File: config.mk
export PLATFORM = sky130hd
export DESIGN_NAME = lru_key_value_cache
export DESIGN_NICKNAME = d
export VERILOG_FILES = /design/src/hdl/lrukvc_pkg.sv /design/src/hdl/lru_key_value_cache.sv
export SDC_FILE = /design/constraint.sdc
export NUM_CORES = 2
export LEC_CHECK = 0
export CORE_ASPECT_RATIO = 1.4
export CORE_MARGIN = 2
export CORE_UTILIZATION = 64
export DETAILED_ROUTE_END_ITERATION = 7
export DONT_BUFFER_PORTS = 1
export PLACE_DENSITY = 0.8
export SETUP_SLACK_MARGIN = 0.15
export SLEW_MARGIN = 10
export SYNTH_ARGS = -nofsm -noshare
export SYNTH_HDL_FRONTEND = slang
export SYNTH_SLANG_ARGS = --single-unit
File: constraint.sdc
create_clock -name clk -period 8.19 [get_ports clk]
set_input_delay 0.819 -clock clk [delete_from_list [all_inputs] [get_ports clk]]
set_output_delay 0.819 -clock clk [all_outputs]
set_load 0.01 [all_outputs]
File: src/hdl/lrukvc_pkg.sv
package lrukvc_pkg;

  localparam int ENTRIES   = 16;
  localparam int IDX_W     = (ENTRIES > 1) ? $clog2(ENTRIES) : 1;
  localparam int RANK_W    = IDX_W;
  localparam int CNT_W     = $clog2(ENTRIES + 1);
  localparam int CAP_W     = 5;
  localparam int EFF_W     = (CNT_W > CAP_W) ? CNT_W : CAP_W;
  localparam int KEY_W     = 32;
  localparam int VALUE_W   = 31;
  localparam int RESULT_W  = 32;
  localparam int IN_DATA_W = 64;

  localparam logic [CAP_W-1:0] CAP_RESET = CAP_W'(16);

  typedef logic [KEY_W-1:0]    key_t;
  typedef logic [VALUE_W-1:0]  value_t;
  typedef logic [RANK_W-1:0]   rank_t;
  typedef logic [CNT_W-1:0]    count_t;
  typedef logic [ENTRIES-1:0]  entry_vec_t;

  typedef enum logic {
    FUNC_GET = 1'b0,
    FUNC_PUT = 1'b1
  } func_t;

endpackage

File: src/hdl/lru_key_value_cache.sv
// Channel       | Direction | Ports                          | Contents
// s_axis        | in        | tvalid, tready, tdata, tuser   | request: func, key, value
// m_axis        | out       | tvalid, tready, tdata, tuser   | get result: found, read_value
// cfg           | in        | cfg_wr_en, cfg_wr_data         | capacity register
//
// One request word is taken per cycle unless a get waits; a result passes input then output register.
// The rate is set by the single pass of the parallel key compare and rank update on the table.
// Reset clears all valid bits and the entry count and sets the capacity to sixteen.
// A get waits in the input register while an untaken result holds the output register.
// A put gives no result and so never waits on the output side.
module lru_key_value_cache
  import lrukvc_pkg::*;
(
  input  logic                 clk,
  input  logic                 rst,
  input  logic                 cfg_wr_en,
  input  logic [CAP_W-1:0]     cfg_wr_data,
  input  logic                 s_axis_tvalid,
  output logic                 s_axis_tready,
  input  logic [IN_DATA_W-1:0] s_axis_tdata,  // key[31:0], value[62:32], zero[63]
  input  logic                 s_axis_tuser,  // func[0]
  output logic                 m_axis_tvalid,
  input  logic                 m_axis_tready,
  output logic [RESULT_W-1:0]  m_axis_tdata,  // read_value[31:0]
  output logic                 m_axis_tuser   // found[0]
);

  logic [CAP_W-1:0] capacity;

  logic   in_valid;
  func_t  in_func;
  key_t   in_key;
  value_t in_value;

  logic               out_valid;
  logic               out_found;
  logic [RESULT_W-1:0] out_value;

  key_t       keys  [ENTRIES];
  value_t     vals  [ENTRIES];
  rank_t      ranks [ENTRIES];
  entry_vec_t valid;
  count_t     in_use;

  logic       fire;
  entry_vec_t hit;
  logic       any_hit;
  value_t     hit_value;
  rank_t      hit_rank;
  entry_vec_t evict_vec;
  entry_vec_t first_free;
  entry_vec_t ins_vec;
  entry_vec_t valid_kept;
  logic       do_evict;
  logic       do_insert;
  logic       do_touch;
  logic [EFF_W-1:0] eff_cap;

  rank_t      ranks_next [ENTRIES];
  entry_vec_t valid_next;
  count_t     in_use_next;

  assign fire = in_valid && (in_func == FUNC_PUT || !out_valid || m_axis_tready);
  assign s_axis_tready = !in_valid || fire;

  always_comb begin
    eff_cap = (capacity == '0) ? EFF_W'(1) : EFF_W'(capacity);
    if (eff_cap > EFF_W'(ENTRIES)) begin
      eff_cap = EFF_W'(ENTRIES);
    end
  end

  always_comb begin
    hit_value = '0;
    hit_rank  = '0;
    for (int i = 0; i < ENTRIES; i++) begin
      hit[i]       = valid[i] && (keys[i] == in_key);
      evict_vec[i] = valid[i] && (CNT_W'(ranks[i]) == in_use - CNT_W'(1));
      if (hit[i]) begin
        hit_value = hit_value | vals[i];
        hit_rank  = hit_rank | ranks[i];
      end
    end
  end

  assign any_hit    = |hit;
  assign first_free = ~valid & (valid + entry_vec_t'(1));
  assign do_evict   = (EFF_W'(in_use) >= eff_cap) && (in_use != '0);
  assign do_insert  = fire && in_func == FUNC_PUT && !any_hit;
  assign do_touch   = fire && any_hit;
  assign ins_vec    = do_evict ? evict_vec : first_free;
  assign valid_kept = do_evict ? (valid & ~evict_vec) : valid;

  always_comb begin
    valid_next  = valid;
    in_use_next = in_use;
    for (int i = 0; i < ENTRIES; i++) begin
      ranks_next[i] = ranks[i];
      if (do_touch) begin
        if (hit[i]) begin
          ranks_next[i] = '0;
        end else if (valid[i] && ranks[i] < hit_rank) begin
          ranks_next[i] = ranks[i] + rank_t'(1);
        end
      end else if (do_insert) begin
        if (ins_vec[i]) begin
          ranks_next[i] = '0;
        end else if (valid_kept[i]) begin
          ranks_next[i] = ranks[i] + rank_t'(1);
        end
      end
    end
    if (do_insert) begin
      valid_next = valid_kept | ins_vec;
      if (!do_evict) begin
        in_use_next = in_use + CNT_W'(1);
      end
    end
  end

  always_ff @(posedge clk) begin
    if (rst) begin
      capacity  <= CAP_RESET;
      in_valid  <= 1'b0;
      out_valid <= 1'b0;
      valid     <= '0;
      in_use    <= '0;
      for (int i = 0; i < ENTRIES; i++) begin
        ranks[i] <= '0;
      end
    end else begin
      if (cfg_wr_en) begin
        capacity <= cfg_wr_data;
      end
      if (s_axis_tready) begin
        in_valid <= s_axis_tvalid;
      end
      if (fire && in_func == FUNC_GET) begin
        out_valid <= 1'b1;
      end else if (m_axis_tready) begin
        out_valid <= 1'b0;
      end
      valid  <= valid_next;
      in_use <= in_use_next;
      for (int i = 0; i < ENTRIES; i++) begin
        ranks[i] <= ranks_next[i];
      end
    end
  end

  always_ff @(posedge clk) begin
    if (s_axis_tready && s_axis_tvalid) begin
      in_func  <= func_t'(s_axis_tuser);
      in_key   <= s_axis_tdata[KEY_W-1:0];
      in_value <= s_axis_tdata[KEY_W +: VALUE_W];
    end
    if (fire && in_func == FUNC_GET) begin
      out_found <= any_hit;
      out_value <= any_hit ? {1'b0, hit_value} : '1;
    end
    for (int i = 0; i < ENTRIES; i++) begin
      if (do_insert && ins_vec[i]) begin
        keys[i] <= in_key;
        vals[i] <= in_value;
      end else if (fire && in_func == FUNC_PUT && hit[i]) begin
        vals[i] <= in_value;
      end
    end
  end

  assign m_axis_tvalid = out_valid;
  assign m_axis_tdata  = out_value;
  assign m_axis_tuser  = out_found;

  a_single_hit : assert property (@(posedge clk) disable iff (rst)
    in_valid |-> $onehot0(hit))
    else $error("more than one entry matches the key");

  a_count_matches : assert property (@(posedge clk) disable iff (rst)
    $countones(valid) == int'(in_use))
    else $error("entry count disagrees with valid bits");

  a_count_bound : assert property (@(posedge clk) disable iff (rst)
    in_use <= CNT_W'(ENTRIES))
    else $error("entry count exceeds table size");

  a_get_result : assert property (@(posedge clk) disable iff (rst)
    (fire && in_func == FUNC_GET) |=> m_axis_tvalid)
    else $error("get did not produce a result word");

endmodule
## Word-level counts from Yosys, hierarchy flattened

Memory sizes are Yosys's and may differ from the RTL's.
Cells that the tools add are included.

| operators by class | value |
|---|---|
| add/sub/neg operators | 19 |
| magnitude comparators | 18 |
| equal/unequal tests | 32 |
| mux-type cells | 250 |
| bitwise operators | 69 |
| reduce and logical (&&, ||, !) cells | 98 |

Operators with widths:

| cell | number |
|---|---|
| 31-bit 2-to-1 mux | 32 |
| 32-bit == test | 16 |
| 4-bit 2-to-1 mux | 128 |
| 31-bit bitwise OR | 15 |
| 1-bit logical AND | 87 |
| 1-bit 2-to-1 mux | 85 |
| 4-bit by 5-bit == test with 1-bit output | 16 |
| 4-bit by 1-bit adder with 4-bit output, second input constant | 16 |
| 4-bit < comparator | 16 |
| 4-bit bitwise OR | 15 |
| 16-bit AND | 2 |
| 16-bit 2-to-1 mux | 2 |
| 32-bit 2-to-1 mux | 1 |
| 16-bit NOT | 2 |
| 1-bit bitwise OR | 32 |
| 16-bit by 1-bit adder with 16-bit output, second input constant | 1 |
| 16-bit bitwise OR | 1 |
| 16-bit OR reduction | 1 |
| 5-bit 2-to-1 mux | 2 |
| 5-bit by 1-bit adder with 5-bit output, second input constant | 1 |
| 5-bit >= comparator | 1 |
| 5-bit greater-than comparator, second input constant | 1 |
| 5-bit logical NOT | 1 |
| 5-bit nonzero test | 1 |
| other kinds (6) | 11 |

| storage, ports and cells | value |
|---|---|
| flip-flop bits (word level) | 125 |
| RAM bits | 1072 |
| input port bits | 75 |
| output and inout bits | 35 |
| word-level logic and storage cells | 500 |
| memories kept | 3 |

Memory list:

| memory | depth | width | read ports | clocked after Yosys merged registers in | write ports | RTL line | source |
|---|---|---|---|---|---|---|---|
| keys | 16 | 32 | 16 | 0 | 16 | lru_key_value_cache.sv:39 | `key_t keys [ENTRIES];` |
| vals | 16 | 31 | 16 | 0 | 16 | lru_key_value_cache.sv:40 | `value_t vals [ENTRIES];` |
| ranks | 16 | 4 | 16 | 0 | 16 | lru_key_value_cache.sv:41 | `rank_t ranks [ENTRIES];` |

## Longest topological paths before layout

| depth | value |
|---|---|
| depth in word-level cells | 39 |
| gate-level depth with buffers | 21 |
| mapped depth without buffers | 17 |

## Least setup slack after synthesis

Ideal clock, no wire load.

| timing | value |
|---|---|
| path type | register to register |
| start point | register in_use[0] |
| end point | memory vals[0][124] (netlist name), enable pin |
| library setup time | 0.387 ns |
| arrival time | 6.183 ns |
| required time | 7.803 ns |
| slack | 1.620 ns |
| cell stages (with the launch flop) | 13 |
| buffers on the path | 4 |
| clock period less this slack | 6.570 ns |
| cells stage by stage | dfxtp_1 clkbuf_1 clkbuf_1 inv_1 ha_1 clkbuf_1 clkbuf_1 xor2_1 nand4_1 nor3_1 a21oi_1 a211oi_1 a21o_1 |

RTL lines:

| element | RTL line | source |
|---|---|---|
| from (decl) | lru_key_value_cache.sv:43 | `count_t in_use;` |
| from (signal assigned) | lru_key_value_cache.sv:144 | `in_use <= in_use_next;` |
| to (decl) | lru_key_value_cache.sv:40 |  |

==> summary.md <==
| Metric | Value |
|---|---|
| Total gr overflow | `0` |
| Setup TNS | `0 ps` |
| Sequential area share after synthesis | `70.0%` |
| CTS Buf Count | `105` |
| Clk Latency, worst-skew pair | `690 ps` |
| Post-synth top cells | `1,105 x edfxtp_1, 352 x xor2_1, 216 x xnor2_1, 100 x nand4_1` |
| Vias in the first global route | `31,100` |
| Most frequent cell after synthesis | `edfxtp_1` |
| Asr flop ratio synth | `0%` |
| EDFF count, synth | `1,105` |
| MaxCap Viol Count | `0` |
| Worst path top cell family by delay | `simple AND/OR/NAND/NOR gates` |
| Area growth syn-to-layout | `10.2%` |
| Routed Antenna Nets | `0` |
| WP data arrival | `6580 ps` |
| Initial antenna violation count | `2` |
| Normalized max-slew margin | `8.62%` |
| Crit path max fanout | `45` |
| Fin nets | `3,465` |
| DR DRC count | `0` |
| Routed met2 length | `66.7 mm` |
| Initial Util | `64.5%` |
| Post-CTS setup buffer count | `0` |
| Worst Max-Slew Pin Slew | `1360 ps` |
| Resize count post-CTS | `0` |
| Full die area | `80,400 µm²` |
| Post-synthesis cell count | `3,254` |
| Crit path kind | `reg2reg` |
| Wire length on met3 | `13.4 mm` |
| P_leak | `17.6 nW` |
| TritonCTS Sinks | `1,197` |
| Mean post-synth cell area | `15.4 µm²` |
| Core region area | `77,500 µm²` |
| Slew Viols, Final | `0` |
| Fin crit share | `79.5%` |
| CTS root buffer | `clkbuf_16` |
| Fmax | `0.154 GHz` |
| Die W | `240 µm` |
| Post-synthesis cell type count | `79` |
| Share of the synthesized area in the top cell type | `66.3%` |
| # setup viols final | `0` |
| R2R Setup Slk | `1680 ps` |
| Worst path max stage delay | `1210 ps` |
| Top cells by area, synth | `edfxtp_1 66%, xor2_1 6.2%, xnor2_1 3.8%, dfxtp_1 3.7%, ha_1 1.8%` |
| Total track usage | `34.2%` |
| DPL Wire Length | `79.0 mm` |
| IO Port Bufs | `0` |
| Die Ht | `335 µm` |
| Required time worst endpoint | `8270 ps` |
| RSZ-0062 raised after global routing | `no` |
| YS warnings | `0` |
| Status | `complete, no violations` |
| RePlAce Congestion | `0.994` |
| Via/cell ratio | `6.87` |
| Synth area leader | `edfxtp_1` |
| # IOs | `110` |
| Row Count | `121` |
| Crit path buffers/inverters | `3` |
| Place WS | `2180 ps` |
| Iteration-0 DRC Markers | `3,831` |
| Worst Skew | `43.0 ps` |
| Highest metal used | `met4` |
| Slowest CP cell | `nor4_4` |
| Layout cells sized above 1 | `10.5%` |
| Longest Clk Path Bufs | `3` |
| Seq cells post-synth | `1,197` |
| Peak supply drop | `0.000225 V` |
| Min-delay worst type | `in2reg` |
| DRT Pass-1 Iters | `5` |
| Critical path, cell by cell | `xor2_1 -> nor4_1 -> nand4_1 -> nor4_4 -> buf_4 -> nor4_2 -> nand4_1 -> buf_4 -> nor2_1 -> nand2_1 -> clkinv_1` |
| Crit path capture type | `flip-flop` |
| Largest net degree at the start of global routing | `74` |
| CTS tree | `built` |
| Startpoint Class | `flip-flop` |
| Primary FF master, synth | `edfxtp_1` |
| Min cycle time layout | `6510 ps` |
| Final design utilization | `71.1%` |
| Avg WL per Cell | `30.5 µm` |
| DRT met1 WL | `46.3 mm` |
| First-pass GRT wire length | `199 mm` |
| Mapped Area | `50,000 µm²` |
| Pwr/cell area | `223 nW/µm²` |
| H-tree depth | `3` |
| Final WS setup | `1680 ps` |
| Synth Net Count | `3,400` |
| Hold Vio Cnt, Final | `0` |
| Vias post-DR | `30,600` |
| Worst-path clk slew | `70 ps` |
| Post-CTS Hold Buffers | `0` |
| Drt total wl | `136 mm` |
==> report_power, final <==
part / switching, W / internal [W]
logic: 0.000248 / 0.000125
registers: 0.0000832 / 0.00671
clock network: 0.00220 / 0.00290
==> flip-flops by register name (all words and copies together), names as in the netlist <==
register,flops
capacity,5
in_func,1
in_key,32
in_use,5
in_valid,1
in_value,31
keys,512
m_axis_tdata,32
m_axis_tuser,1
m_axis_tvalid,1
ranks,64
valid,16
vals,496
==> final timing paths <==
| check | cells after the start | endpoint | from |
|---|---|---|---|
| max | 11 | keys[0][233]$_DFFE_PP_ | in_key[29]$_DFFE_PP_ |
| min | 1 | in_use[2]$_SDFFE_PP0P_ | rst |
| max reg2reg | 11 | keys[0][233]$_DFFE_PP_ | in_key[29]$_DFFE_PP_ |
| min reg2reg | 2 | capacity[2]$_SDFFE_PP0P_ | capacity[2]$_SDFFE_PP0P_ |
==> cells in the final DEF (no fill, tap or decap), types with 40 or more instances in the layout <==
cell	n
a22o_1	97
inv_1	65
o21ai_0	42
clkbuf_16	106
edfxtp_1	1105
dfxtp_1	92
and3_1	40
nor3_1	51
nand4_1	100
a21oi_1	77
xnor2_1	215
nor4_1	92
xor2_1	350
nor2_1	86
buf_4	126
a221oi_1	98
nand3_1	63
nand2_1	48
ha_1	71
a22oi_1	76
==> routing by layer <==
layer / track usage (%) / vias to the layer above
met3: 5.84 / 550
met1: 41.5 / 15200
li1: - / 12700
met2: 57.1 / 2095
met5: 0.247 / -
met4: 21.1 / 0
==> worst reg2reg max path: cells and delay by family (launching register included) <==
family	cells	cell delay, ps
buffers and inverters	3	2270
and+or+nand+nor	7	2420
xor gates and xnor gates	1	160
DFF	1	1050
==> cells by family (layout without fill, tap and decap cells) <==
logic type               count (synthesis)  count (layout)  synth area share [%]
XOR/XNOR                               568             568                  9.95
flip-flops                            1197            1197                  70.0
AND/OR/NAND/NOR                        621             621                  7.06
AO/OA/AOI/OAI                          536             536                  8.18
buffers and inverters                  239             392                  2.56
multiplexers                            22              22                 0.455
other                                    0               2                     0
adder cells (fa/ha/maj)                 71              71                  1.78
==> area by class of cell <==
class / instances / area, µm²
Clock inverter: 64 / 763
Multi-Input combinational cell: 1818 / 14000
Clock buffer: 131 / 2790
Antenna cell: 2 / 5.00
Inverter: 68 / 255
Tap cell: 1045 / 1310
Fill cell: 4755 / 22400
Sequential cell: 1197 / 35000
Timing Repair Buffer: 129 / 1010
==> through the flow <==
step / cells / area [µm²] / hold WS, ps / total power (W)
5_1_grt: 4452 / 55100 / 205 / 0.0125
2_1_floorplan: 3254 / 50000 / 461 / 0.00714
4_1_cts: 4452 / 55100 / 189 / 0.0123
3_5_place_dp: 4257 / 51600 / 519 / 0.00729
3_3_place_gp: 4257 / 51600 / 478 / 0.00727
6_report: 4454 / 55100 / 213 / 0.0123
Power figures use the tool's default switching activity.
